[src/hdl/mpwr_pkg.sv]
`default_nettype none
package mpwr_pkg;

	localparam int MAX_WORDS = 64;

	typedef enum logic [1:0] {
		OP_EDGE = 2'd0,
		OP_TICK = 2'd1,
		OP_ARM  = 2'd2,
		OP_NONE = 2'd3
	} op_t;

	// Edge classes carry the pulse-width decision; the other ops pass through.
	typedef enum logic [2:0] {
		CL_HALF1 = 3'd0,
		CL_HALF2 = 3'd1,
		CL_SYNC1 = 3'd2,
		CL_SYNC2 = 3'd3,
		CL_LOSE  = 3'd4,
		CL_TICK  = 3'd5,
		CL_ARM   = 3'd6,
		CL_NONE  = 3'd7
	} cls_t;

	typedef enum logic [2:0] {
		REG_HALF_BIT_MAX    = 3'd0,
		REG_SHORT_PULSE_MAX = 3'd1,
		REG_SYNC_SHORT_MAX  = 3'd2,
		REG_SYNC_LONG_MAX   = 3'd3,
		REG_IDLE_TIMEOUT    = 3'd4,
		REG_MAX_WORDS       = 3'd5
	} reg_t;

	typedef struct packed {
		logic [15:0] half_bit_max;
		logic [15:0] short_pulse_max;
		logic [15:0] sync_short_max;
		logic [15:0] sync_long_max;
		logic [15:0] idle_timeout;
		logic [6:0]  max_words;
	} cfg_t;

	typedef struct packed {
		logic valid;
		cls_t cls;
	} fq_t;

	typedef struct packed {
		logic        kind;
		logic [15:0] word;
		logic        is_command;
		logic        accepted;
		logic [15:0] word_index;
	} result_t;

endpackage
`default_nettype wire

[src/hdl/mpwr_cfg.sv]
`default_nettype none
module mpwr_cfg (
	input  logic               clk,
	input  logic               arst_n,
	input  logic               psel,
	input  logic               penable,
	input  logic               pwrite,
	input  logic [4:0]         paddr,
	input  logic [31:0]        pwdata,
	output logic [31:0]        prdata,
	output logic               pready,
	output mpwr_pkg::cfg_t     cfg
);
	import mpwr_pkg::*;

	cfg_t  cfg_q;
	reg_t  idx;
	logic  wr;

	assign idx    = reg_t'(paddr[4:2]);
	assign wr     = psel && penable && pwrite;
	assign pready = 1'b1;
	assign cfg    = cfg_q;

	always_ff @(posedge clk or negedge arst_n) begin
		if (!arst_n) begin
			cfg_q.half_bit_max    <= 16'd41;
			cfg_q.short_pulse_max <= 16'd68;
			cfg_q.sync_short_max  <= 16'd95;
			cfg_q.sync_long_max   <= 16'd122;
			cfg_q.idle_timeout    <= 16'd200;
			cfg_q.max_words       <= 7'd64;
		end else if (wr) begin
			case (idx)
				REG_HALF_BIT_MAX:    cfg_q.half_bit_max    <= pwdata[15:0];
				REG_SHORT_PULSE_MAX: cfg_q.short_pulse_max <= pwdata[15:0];
				REG_SYNC_SHORT_MAX:  cfg_q.sync_short_max  <= pwdata[15:0];
				REG_SYNC_LONG_MAX:   cfg_q.sync_long_max   <= pwdata[15:0];
				REG_IDLE_TIMEOUT:    cfg_q.idle_timeout    <= pwdata[15:0];
				REG_MAX_WORDS:       cfg_q.max_words       <= pwdata[6:0];
				default: ;
			endcase
		end
	end

	always_comb begin
		case (idx)
			REG_HALF_BIT_MAX:    prdata = {16'd0, cfg_q.half_bit_max};
			REG_SHORT_PULSE_MAX: prdata = {16'd0, cfg_q.short_pulse_max};
			REG_SYNC_SHORT_MAX:  prdata = {16'd0, cfg_q.sync_short_max};
			REG_SYNC_LONG_MAX:   prdata = {16'd0, cfg_q.sync_long_max};
			REG_IDLE_TIMEOUT:    prdata = {16'd0, cfg_q.idle_timeout};
			REG_MAX_WORDS:       prdata = {25'd0, cfg_q.max_words};
			default:             prdata = 32'd0;
		endcase
	end

endmodule
`default_nettype wire

[src/hdl/mpwr_front.sv]
`default_nettype none
module mpwr_front (
	input  logic           clk,
	input  logic           arst_n,
	input  mpwr_pkg::cfg_t cfg,
	input  logic           push,
	output logic           full,
	input  logic [1:0]     operation,
	input  logic [15:0]    interval,
	output mpwr_pkg::fq_t  head,
	input  logic           take
);
	import mpwr_pkg::*;

	cls_t       cls;
	cls_t       ent_q [2];
	logic       wr_q;
	logic       rd_q;
	logic [1:0] cnt_q;
	logic       do_push;
	logic       do_pop;

	always_comb begin
		case (op_t'(operation))
			OP_EDGE: begin
				if (interval <= cfg.short_pulse_max)
					cls = (interval <= cfg.half_bit_max) ? CL_HALF1 : CL_HALF2;
				else if (interval > cfg.sync_long_max)
					cls = CL_LOSE;
				else
					cls = (interval <= cfg.sync_short_max) ? CL_SYNC1 : CL_SYNC2;
			end
			OP_TICK: cls = CL_TICK;
			OP_ARM:  cls = CL_ARM;
			default: cls = CL_NONE;
		endcase
	end

	assign full       = (cnt_q == 2'd2);
	assign do_push    = push && !full;
	assign do_pop     = take && (cnt_q != 2'd0);
	assign head.valid = (cnt_q != 2'd0);
	assign head.cls   = ent_q[rd_q];

	always_ff @(posedge clk) begin
		if (do_push)
			ent_q[wr_q] <= cls;
	end

	always_ff @(posedge clk or negedge arst_n) begin
		if (!arst_n) begin
			wr_q  <= 1'b0;
			rd_q  <= 1'b0;
			cnt_q <= 2'd0;
		end else begin
			if (do_push)
				wr_q <= !wr_q;
			if (do_pop)
				rd_q <= !rd_q;
			case ({do_push, do_pop})
				2'b10:   cnt_q <= cnt_q + 2'd1;
				2'b01:   cnt_q <= cnt_q - 2'd1;
				default: cnt_q <= cnt_q;
			endcase
		end
	end

endmodule
`default_nettype wire

[src/hdl/mpwr_back.sv]
`default_nettype none
module mpwr_back (
	input  logic              clk,
	input  logic              arst_n,
	input  mpwr_pkg::cfg_t    cfg,
	input  mpwr_pkg::fq_t     head,
	output logic              take,
	output logic              empty,
	input  logic              pop,
	output mpwr_pkg::result_t res
);
	import mpwr_pkg::*;

	logic        level_q, sync_q, par_q, cmd_q, recv_q;
	logic [1:0]  hu_q;
	logic [4:0]  bc_q;
	logic [15:0] sw_q, fw_q, idle_q;

	logic        level_n, sync_n, par_n, cmd_n, recv_n;
	logic [1:0]  hu_n;
	logic [4:0]  bc_n;
	logic [15:0] sw_n, fw_n, idle_n;
	logic        emit;
	result_t     rnew;

	result_t     rq_q [2];
	logic        rwr_q, rrd_q;
	logic [1:0]  rcnt_q;
	logic        do_pop;

	assign do_pop = pop && !empty;
	assign empty  = (rcnt_q == 2'd0);
	assign res    = rq_q[rrd_q];
	// Execute whenever the result queue has room, counting a slot freed this cycle.
	assign take   = head.valid && ((rcnt_q != 2'd2) || do_pop);

	always_comb begin
		logic [2:0] hu_sum;
		logic [6:0] lim;
		logic       acc;

		level_n = level_q; sync_n = sync_q; par_n = par_q; cmd_n = cmd_q;
		recv_n  = recv_q;  hu_n   = hu_q;   bc_n  = bc_q;  sw_n  = sw_q;
		fw_n    = fw_q;    idle_n = idle_q;
		emit    = 1'b0;
		rnew    = '0;
		hu_sum  = 3'd0;
		acc     = 1'b0;

		lim = (cfg.max_words > 7'(MAX_WORDS)) ? 7'(MAX_WORDS) : cfg.max_words;
		if (lim == 7'd0)
			lim = 7'd1;

		case (head.cls)
			CL_HALF1, CL_HALF2, CL_SYNC1, CL_SYNC2, CL_LOSE: begin
				level_n = !level_q;
				if (head.cls == CL_HALF1 || head.cls == CL_HALF2) begin
					hu_sum = {1'b0, hu_q} + ((head.cls == CL_HALF1) ? 3'd1 : 3'd2);
					hu_n   = (hu_sum > 3'd3) ? 2'd3 : hu_sum[1:0];
					if (hu_n == 2'd3)
						sync_n = 1'b0;
				end else if (head.cls == CL_LOSE) begin
					sync_n = 1'b0;
				end else begin
					idle_n = 16'd0;
					sync_n = 1'b1;
					sw_n   = 16'd0;
					par_n  = 1'b1;
					bc_n   = 5'd0;
					hu_n   = (head.cls == CL_SYNC1) ? 2'd1 : 2'd2;
					cmd_n  = !level_n;
				end
				if (sync_n && hu_n == 2'd2) begin
					idle_n = 16'd0;
					if (!bc_n[4]) begin
						sw_n  = {sw_n[14:0], level_n};
						par_n = par_n ^ level_n;
						bc_n  = bc_n + 5'd1;
						hu_n  = 2'd0;
					end else begin
						// parity bit: a mismatch means inverted polarity
						sync_n = 1'b0;
						if (level_n != par_n) begin
							level_n = !level_n;
							sw_n    = ~sw_n;
							cmd_n   = !cmd_n;
						end
						if (recv_q) begin
							if (fw_q == 16'd0) begin
								if (cmd_n) begin
									acc  = 1'b1;
									fw_n = 16'd1;
								end
							end else begin
								acc = (fw_q < {9'd0, lim});
								if (fw_q != 16'hFFFF)
									fw_n = fw_q + 16'd1;
							end
						end
						emit            = 1'b1;
						rnew.kind       = 1'b0;
						rnew.word       = sw_n;
						rnew.is_command = cmd_n;
						rnew.accepted   = acc;
						rnew.word_index = fw_q;
					end
				end
			end
			CL_TICK: begin
				if (idle_q != 16'hFFFF)
					idle_n = idle_q + 16'd1;
				if (recv_q && fw_q != 16'd0 && idle_n > cfg.idle_timeout) begin
					recv_n          = 1'b0;
					emit            = 1'b1;
					rnew.kind       = 1'b1;
					rnew.word_index = fw_q;
				end
			end
			CL_ARM: begin
				if (!recv_q) begin
					recv_n = 1'b1;
					fw_n   = 16'd0;
				end
			end
			default: ;
		endcase
	end

	always_ff @(posedge clk or negedge arst_n) begin
		if (!arst_n) begin
			level_q <= 1'b0; sync_q <= 1'b0; par_q <= 1'b0; cmd_q <= 1'b0;
			recv_q  <= 1'b0; hu_q   <= 2'd0; bc_q  <= 5'd0; sw_q  <= 16'd0;
			fw_q    <= 16'd0; idle_q <= 16'd0;
		end else if (take) begin
			level_q <= level_n; sync_q <= sync_n; par_q <= par_n; cmd_q <= cmd_n;
			recv_q  <= recv_n;  hu_q   <= hu_n;   bc_q  <= bc_n;  sw_q  <= sw_n;
			fw_q    <= fw_n;    idle_q <= idle_n;
		end
	end

	always_ff @(posedge clk) begin
		if (take && emit)
			rq_q[rwr_q] <= rnew;
	end

	always_ff @(posedge clk or negedge arst_n) begin
		if (!arst_n) begin
			rwr_q  <= 1'b0;
			rrd_q  <= 1'b0;
			rcnt_q <= 2'd0;
		end else begin
			if (take && emit)
				rwr_q <= !rwr_q;
			if (do_pop)
				rrd_q <= !rrd_q;
			case ({take && emit, do_pop})
				2'b10:   rcnt_q <= rcnt_q + 2'd1;
				2'b01:   rcnt_q <= rcnt_q - 2'd1;
				default: rcnt_q <= rcnt_q;
			endcase
		end
	end

endmodule
`default_nettype wire

[src/hdl/manchester_pulse_width_word_receiver.sv]
// Manchester II word receiver driven by line-edge intervals.
// Input queue: present operation (edge, idle tick, arm frame) and interval,
// assert push; the item is taken at a clock edge with push high and full low.
// The front classifies each edge by its interval against the configured
// thresholds and parks each item in a two-entry queue; the back decodes
// bits, words and frame state and fills a two-entry result queue.
// Result queue: while empty is low the oldest result (kind, word, is_command,
// accepted, word_index) is on the ports; pop takes it.
// Each item is registered in the input queue, decoded by the back as it
// is taken from there, and its result is registered in the result queue.
// Throughput: one item per cycle sustained, set by the decode step in
// the back, while the result queue has room or is popped. If pop is held
// low, the result queue fills, the back stops, then the input queue fills
// and full rises. Items that produce no result (most edges, ticks, arms)
// still pass the back like any other and also wait for result queue room.
// Thresholds are written over the APB port at byte address 4*index; write
// them only while the block is idle.
// Reset (arst_n low) empties both queues, clears the decoder and frame
// state and restores the register defaults.
`default_nettype none
module manchester_pulse_width_word_receiver (
	input  logic        clk,
	input  logic        arst_n,
	input  logic        push,
	output logic        full,
	input  logic [1:0]  operation,
	input  logic [15:0] interval,
	output logic        empty,
	input  logic        pop,
	output logic        kind,
	output logic [15:0] word,
	output logic        is_command,
	output logic        accepted,
	output logic [15:0] word_index,
	input  logic        psel,
	input  logic        penable,
	input  logic        pwrite,
	input  logic [4:0]  paddr,
	input  logic [31:0] pwdata,
	output logic [31:0] prdata,
	output logic        pready
);
	import mpwr_pkg::*;

	cfg_t    cfg;
	fq_t     head;
	logic    take;
	result_t res;

	mpwr_cfg u_cfg (
		.clk     (clk),
		.arst_n  (arst_n),
		.psel    (psel),
		.penable (penable),
		.pwrite  (pwrite),
		.paddr   (paddr),
		.pwdata  (pwdata),
		.prdata  (prdata),
		.pready  (pready),
		.cfg     (cfg)
	);

	mpwr_front u_front (
		.clk       (clk),
		.arst_n    (arst_n),
		.cfg       (cfg),
		.push      (push),
		.full      (full),
		.operation (operation),
		.interval  (interval),
		.head      (head),
		.take      (take)
	);

	mpwr_back u_back (
		.clk    (clk),
		.arst_n (arst_n),
		.cfg    (cfg),
		.head   (head),
		.take   (take),
		.empty  (empty),
		.pop    (pop),
		.res    (res)
	);

	assign kind       = res.kind;
	assign word       = res.word;
	assign is_command = res.is_command;
	assign accepted   = res.accepted;
	assign word_index = res.word_index;

endmodule
`default_nettype wire

[config.mk]
export PLATFORM = sky130hd
export DESIGN_NAME = manchester_pulse_width_word_receiver
export DESIGN_NICKNAME = d
export VERILOG_FILES = /design/src/hdl/mpwr_pkg.sv /design/src/hdl/mpwr_cfg.sv /design/src/hdl/mpwr_front.sv /design/src/hdl/mpwr_back.sv /design/src/hdl/manchester_pulse_width_word_receiver.sv
export SDC_FILE = /design/constraint.sdc
export NUM_CORES = 1
export LEC_CHECK = 0
export BUFFER_PORTS_ARGS = -buffer_cell sky130_fd_sc_hd__buf_2
export CORE_MARGIN = 2
export CORE_UTILIZATION = 60
export DETAILED_ROUTE_END_ITERATION = 12
export PLACE_DENSITY_LB_ADDON = 0.15
export SKIP_CTS_REPAIR_TIMING = 1
export SYNTH_ARGS = -nofsm -noshare
export SYNTH_HDL_FRONTEND = slang
export SYNTH_SLANG_ARGS = --single-unit
[constraint.sdc]
create_clock -name clk -period 10.2 [get_ports clk]
set_input_delay 1.53 -clock clk [delete_from_list [all_inputs] [get_ports clk]]
set_output_delay 1.53 -clock clk [all_outputs]
set_load 0.02 [all_outputs]
==> results of run 1 <==
-- worst max-delay path: cells and delay by family --
family / cells / cell delay, ns
AOI/OAI and AO/OA: 2 / 0.39
and+or+nand+nor: 1 / 0.85
buffers and inverters: 2 / 0.80
-- metrics by stage --
| stage | cells | util, % |
|---|---|---|
| 2_1_floorplan | 1355 | - |
| 5_1_grt | 1719 | 68.4 |
| 3_3_place_gp | 1671 | 64.4 |
| 6_report | 1719 | 68.4 |
| 3_5_place_dp | 1671 | 64.4 |
| 4_1_cts | 1719 | 68.4 |
-- cell type report --
type / instances / area (µm²)
clock buffer: 28 / 679
clock inverter: 20 / 206
fill: 1717 / 6910
inverter: 100 / 375
multi-input combinational: 952 / 6610
sequential: 231 / 6190
tap: 280 / 350
timing repair buffer: 108 / 577
-- power by group --
group	total (W)	switching, W	internal [W]	leakage [nW]
clock	0.000961	0.000398	0.000563	0.421
combinational	0.00119	0.000733	0.000455	3.66
sequential	0.00121	0.000112	0.00110	2.70
-- synthesized netlist by cell type, types with 7 or more instances --
cell / instances / area, µm²
xnor2_1: 31 / 272
nor3_1: 17 / 85.1
mux2i_1: 27 / 270
a31oi_1: 11 / 68.8
mux2_2: 66 / 743
nand2b_1: 8 / 50.1
nor2b_1: 12 / 75.1
inv_1: 100 / 375
o22ai_1: 11 / 68.8
o21ai_0: 111 / 556
nand4_1: 16 / 100
nand2_1: 133 / 499
clkbuf_1: 46 / 173
nand3_1: 36 / 180
a211oi_1: 8 / 60.1
a21o_1: 7 / 52.6
a22oi_1: 18 / 135
and2_1: 40 / 250
edfxtp_1: 76 / 2280
buf_4: 17 / 128
and3_1: 18 / 113
dfrtp_1: 135 / 3380
ha_1: 95 / 1190
o31ai_1: 24 / 180
xor2_1: 8 / 70.1
dfstp_2: 20 / 526
nor2_1: 82 / 308
o21a_1: 7 / 52.6
a21oi_1: 59 / 295
-- final timing paths --
check | start | endpoint | slack [ns] | depth (start not counted)
max in group asynchronous | arst_n | u_back.rrd_q | 7.77 | 2
setup reg to reg | u_front.rd_q | u_back.rq_q[1][6] | 5.07 | 12
hold / removal | u_front.wr_q | u_front.wr_q | 0.49 | 1
min in group asynchronous | arst_n | u_cfg.cfg[37] | 1.05 | 1
hold reg to reg | u_front.wr_q | u_front.wr_q | 0.49 | 1
setup / recovery | paddr[3] | prdata[7] | 5.07 | 5
-- cell families after synthesis --
| group | after synthesis |
|---|---|
| and+or+nand+nor | 390 |
| AOI/OAI and AO/OA | 311 |
| DFF | 231 |
| buffers and inverters | 172 |
| muxes | 99 |
| adders and majority gates | 96 |
| xor gates and xnor gates | 39 |
| other | 2 |
-- layer usage --
layer / GRT usage, % / vias to the layer above / share of wire, % / routed length, µm
met5: 0 / - / 0 / 0
met4: 8.43 / 0 / 3.0 / 943
met3: 3.33 / 75 / 5.5 / 1750
met2: 46.1 / 344 / 49 / 15500
met1: 36.7 / 5034 / 43 / 13600
li1: - / 4940 / - / -
-- sequential cells by signal, summed over array words and instances (netlist names) --
name / count
u_back.level_q: 1
u_cfg.cfg: 87
u_back.fw_q: 16
u_back.hu_q: 2
u_front.ent_q: 6
u_front.wr_q: 1
u_back.recv_q: 1
u_back.par_q: 1
u_back.idle_q: 16
u_back.sync_q: 1
u_front.cnt_q: 2
u_back.rq_q: 70
u_back.cmd_q: 1
u_back.rwr_q: 1
u_back.rcnt_q: 2
u_back.bc_q: 5
u_back.sw_q: 16
u_front.rd_q: 1
u_back.rrd_q: 1
==> metrics.yaml, run 1 <==
clocking:
  cts_max_level: 1
  cts_tree: "done"
  cts_buffers: 26
  cts_max_path_buffers: 3
  clock_latency_ns: 0.54
  clockRootBuffer: "clkbuf_16"
  clkTransAtPathRegs_ns: 0.06
  cts.sinks: 231
global_route:
  grt_pass1_wl_mm: 52.6
  overflow: 0
  grt_max_degree: 90
  grt_pass1_vias: 10200
  grt_usage_pct: 27.2
  antenna_found_initial: 0
sta:
  fin_crit_sh_pct: 50.3
  hold_violations: 0
  setup_slack_ns: 5.07
  fin_tns_setup_ns: 0
  whs_ns: 0.487
  fin_crit_ns: 5.13
  tightestPinTransition_ns: 1.27
  rsz0062_at_grt: "false"
  maxSlewHeadroom_pct: 15.0
  setup_viol: 0
  clock_skew_ns: 0.0141
  final-max-slew-violation-count: 0
  fmax_mhz: 195
placed_design:
  io_buffers: 96
  place.gp.congestion: 0.949
  dp_hpwl_mm: 22.6
  pre_cts_ws_ns: 5.10
  post_dp_cell_area_um2: 14100
critical_path:
  cp_common_cell: "buf_2"
  critPathArrivalTime_ns: 3.60
  cp_slowest_stage_delay_ns: 0.85
  worstPathCellList: "buf_2 -> nor2b_1 -> a21oi_1 -> o22ai_1 -> buf_2"
  start_kind: "primary input"
  critPathMaxFanout: 33
  cp-end-kind: "output port"
  cp_slowest_cell: "nor2b_1"
  crit_type: "in -> out"
  critical_path_required_ns: 8.67
final_layout:
  fin_nets: 1577
  antenna-diode-count: 0
  layout_commonest_cell: "dfrtp_1"
  final_cell_mix: "dfrtp_1 (135), nand2_1 (133), o21ai_0 (111)"
  area_growth_pct: 11.4
  drive_above_1_share_pct: 18.3
  fin_area_um2: 15000
floorplanning:
  die_area_um2: 23600
  io_pins: 132
  design.core.area_um2: 21900
  start_util_pct: 61.4
  rows: 54
  die_w_um: 154
  die_y_um: 154
yosys:
  synth_cells: 1340
  ys_seq_elements: 231
  ys_seq_area_share_pct: 46.0
  synth_edf_count: 76
  synth-xor-area-share_pct: 2.54
  synth_cell_type_count: 82
  syn_avg_cell_area_um2: 10.0
  synthMuxAreaShare_pct: 8.28
  synth_fa_ha_area_share_pct: 8.99
  synth_top_flop_cell: "dfrtp_1"
  synth-compound-area-share_pct: 14.7
  ys_warn_count: 0
  syn_area_um2: 13400
  yosys.area_share.simple_pct: 14.0
  async_flop_share_pct: 67.1
  synth_top_family_by_area: "compound AO/OA/AOI/OAI gates"
drt:
  firstDrtPassIters: 6
  initialDrtViolationCount: 682
  drt-vias-per-instance: 6.05
  routed-via-count: 10400
  drc: 0
  ant_nets: 0
  wl_per_cell_um: 18.5
  totalWireLength_mm: 31.9
power:
  peakVddDrop_mv: 0.140
  leakage_nw: 6.78
  p_per_area_nw_per_um2: 224
  p_total_w: 0.00336
job:
  drv_cap: 0
min_path:
  hold_class: "reg -> reg"
outcome:
  status: "finished, final reports clean"
Note: power is estimated with default switching activity, not from simulation.
==> inputs of run 2 (changes only) <==
--- a/config.mk
+++ b/config.mk
@@ -5,6 +5,7 @@
 export SDC_FILE = /design/constraint.sdc
 export NUM_CORES = 1
 export LEC_CHECK = 0
+export ABC_AREA = 1
 export BUFFER_PORTS_ARGS = -buffer_cell sky130_fd_sc_hd__buf_2
 export CORE_MARGIN = 2
 export CORE_UTILIZATION = 60
==> constraint.sdc (replaced) <==
create_clock -name clk -period 5.11 [get_ports clk]
set_input_delay 0.7665 -clock clk [delete_from_list [all_inputs] [get_ports clk]]
set_output_delay 0.7665 -clock clk [all_outputs]
set_load 0.02 [all_outputs]
==> metrics.yaml, run 2 <==
floorplanning:
  die_area_um2: 24000  # +1.4%
  die_w_um: 155  # +0.72%
  rows: 55  # +1.9%
  design.core.area_um2: 22500  # +2.8%
  start_util_pct: 60.6  # -0.79 points
  die_y_um: 155  # +0.72%
  io_pins: 132  # unchanged
final_layout:
  layout.cells.non_filler: 2105  # +22%
  fill_cells: 1873  # +9.1%
  drive_above_1_share_pct: 11.1  # -7.2 points
  largest_register_ffs: 87  # unchanged
  antenna-diode-count: 0  # unchanged
  final_cell_mix: "nand2_1 (577), inv_1 (211), o21ai_0 (136)"
  fin_nets: 1958  # +24%
  area_growth_pct: 11.2
  layout_commonest_cell: "nand2_1"
  fin_area_um2: 15200  # +1.3%
placed_design:
  io_buffers: 96  # unchanged
  post_dp_cell_area_um2: 14300  # +1.5%
  dp_hpwl_mm: 22.8  # +0.78%
  place.gp.congestion: 0.893  # -5.9%
  dp_cells: 2057  # +23%
  pre_cts_ws_ns: 0.957  # -4.14 ns
sta:
  fin_crit_ns: 4.16
  setup_viol: 0  # unchanged
  maxSlewHeadroom_pct: 19.9  # +4.9 points
  fmax_mhz: 240
  final-max-slew-violation-count: 0  # unchanged
  fin_crit_sh_pct: 81.4
  hold_violations: 0  # unchanged
  setup_slack_ns: 0.949  # -4.12 ns
  rsz0062_at_grt: "false"
  fin_tns_setup_ns: 0  # unchanged
  clock_skew_ns: 0.0119  # -0.00220 ns
  tightestPinTransition_ns: 1.20  # -0.0710 ns
yosys:
  ys_seq_area_share_pct: 45.3  # -0.67 points
  syn_avg_cell_area_um2: 7.97  # -21%
  syn_area_um2: 13600  # +1.5%
  yosysMostFrequentCell: "nand2_1"
  synth_cell_type_count: 49  # -40%
  synth.area.top_cells: "dfrtp_1 (25%), edfxtp_1 (17%), nand2_1 (16%)"
  synth_cells: 1711  # +28%
  synth_top_area_cell: "dfrtp_1"
  synth_edf_count: 76  # unchanged
  ys_warn_count: 0  # unchanged
  async_flop_share_pct: 67.1  # unchanged
  synth_commonest_cells: "nand2_1 (577), inv_1 (211), o21ai_0 (136)"
  synth_top_flop_cell: "dfrtp_1"
  ys_seq_elements: 231  # unchanged
  yosys.area.top_type_share_pct: 24.8  # -0.37 points
clocking:
  cts_max_path_buffers: 3  # unchanged
  clock_latency_ns: 0.54  # about the same
  cts_tree: "done"
  cts_buffers: 26  # unchanged
  clkTransAtPathRegs_ns: 0.07  # about the same
  cts.sinks: 231  # unchanged
  clockRootBuffer: "clkbuf_16"
  cts_max_level: 1  # unchanged
power:
  leakage_nw: 7.70  # +14%
  peakVddDrop_mv: 0.342  # +140%
  p_per_area_nw_per_um2: 442  # +97%
global_route:
  grt_pass1_wl_mm: 52.9  # +0.54%
  antenna_found_initial: 0  # unchanged
  overflow: 0  # unchanged
  grt_pass1_vias: 10900  # +7.3%
  grt_max_degree: 92  # +2.2%
  grt_usage_pct: 27.2  # about the same
job:
  drv_cap: 0  # unchanged
drt:
  routed-via-count: 11400  # +10%
  drt-vias-per-instance: 5.44  # -10%
  wl_per_cell_um: 15.2  # -18%
  firstDrtPassIters: 5  # -1
  totalWireLength_mm: 32.0  # +0.49%
  initialDrtViolationCount: 735  # +7.8%
  drc: 0  # unchanged
  ant_nets: 0  # unchanged
critical_path:
  critPathArrivalTime_ns: 4.58  # +0.98 ns
  start_kind: "register"
  crit_type: "reg -> reg"
  critPathMaxFanout: 20  # -39%
  cp-end-kind: "register"
  critical_path_required_ns: 5.53  # -3.14 ns
outcome:
  status: "finished, final reports clean"
min_path:
  hold_class: "in -> async"
run 2: changes by cell type in the layout (fill, tap and decap cells not counted), moves of 17 or more:
cell and change:
o21ai_0 +25, mux2_2 -66, nand3_1 +20, and3_1 -17, nor2_1 +21, a22oi_1 -17, o31ai_1 -24, and2_1 -39
xnor2_1 -23, inv_1 +111, nand2_1 +444, mux2i_1 -27
run 2: worst paths after layout:
| kind | startpoint | to | slack [ns] | cells after the start |
|---|---|---|---|---|
| worst min register to register | u_back.sw_q[8] | u_back.sw_q[8] | 0.48 | 2 |
| max in group asynchronous | arst_n | u_cfg.cfg[43] | 3.80 | 2 |
| worst max-delay path | u_front.rd_q | u_back.rcnt_q[1] | 0.95 | 23 |
| worst max register to register | u_front.rd_q | u_back.rcnt_q[1] | 0.95 | 23 |
| worst min-delay path | arst_n | u_back.sw_q[4] | 0.30 | 1 |
| min in group clk | pwdata[5] | u_cfg.cfg[5] | 0.45 | 3 |
run 2: logic make-up after synthesis:
kind of cell,Yosys count,share of synthesized area [%]
adders and majority gates,96,8.86
DFF,231,45.3
AOI/OAI and AO/OA,261,10.6
buffers and inverters,285,8.59
xor gates and xnor gates,30,1.93
other,2,0.0551
and+or+nand+nor,806,24.7
run 2: report_power, final:
group,switching (W),internal [W]
Clock,0.000763,0.00113
Sequential,0.000166,0.00216
Combinational,0.00176,0.000721
run 2: metrics by stage:
stage / hold slack, ns / power (W) / util (%)
2_1_floorplan: 0.442 / 0.00422 / -
3_3_place_gp: 0.453 / 0.00477 / 63.6
3_5_place_dp: 0.465 / 0.00484 / 63.6
4_1_cts: 0.341 / 0.00674 / 67.4
5_1_grt: 0.383 / 0.00716 / 67.4
6_report: 0.305 / 0.00670 / 67.4
run 2: cell type report:
class / count / area [µm²] / area share [%]
Sequential cell: 231 / 6190 / 40.8
Tap cell: 285 / 357 / 2.35
Clock buffer: 33 / 707 / 4.66
Clock inverter: 15 / 165 / 1.09
Multi-Input combinational cell: 1210 / 6340 / 41.8
Timing Repair Buffer: 109 / 584 / 3.85
Inverter: 222 / 833 / 5.49
run 2: worst max-delay path, cell delays in order, from the launching register on:
cell	delay, ns
dfrtp_1	0.40
inv_2	0.08
nand2_2	0.07
nand2_4	0.08
nor2_2	0.17
inv_1	0.06
nor2_1	0.18
ha_1	0.19
inv_1	0.05
fa_1	0.42
nand2_1	0.09
inv_1	0.04
nand2_1	0.05
nand2_1	0.08
nor2_4	0.17
nand2_4	0.09
nor2_8	0.27
nand2_1	0.45
nand2_1	0.24
nand2_1	0.14
ha_1	0.35
a21oi_1	0.11
o21ai_0	0.11
xnor2_1	0.13
run 2: metal layers:
metal  up-vias  GRT usage, %  share of wire, %
li1       5700             -                 -
met1      5332          35.6                43
met2       342          47.4                49
met3        67          3.19               5.1
met4         0          8.82               2.9
met5         -             0                 0
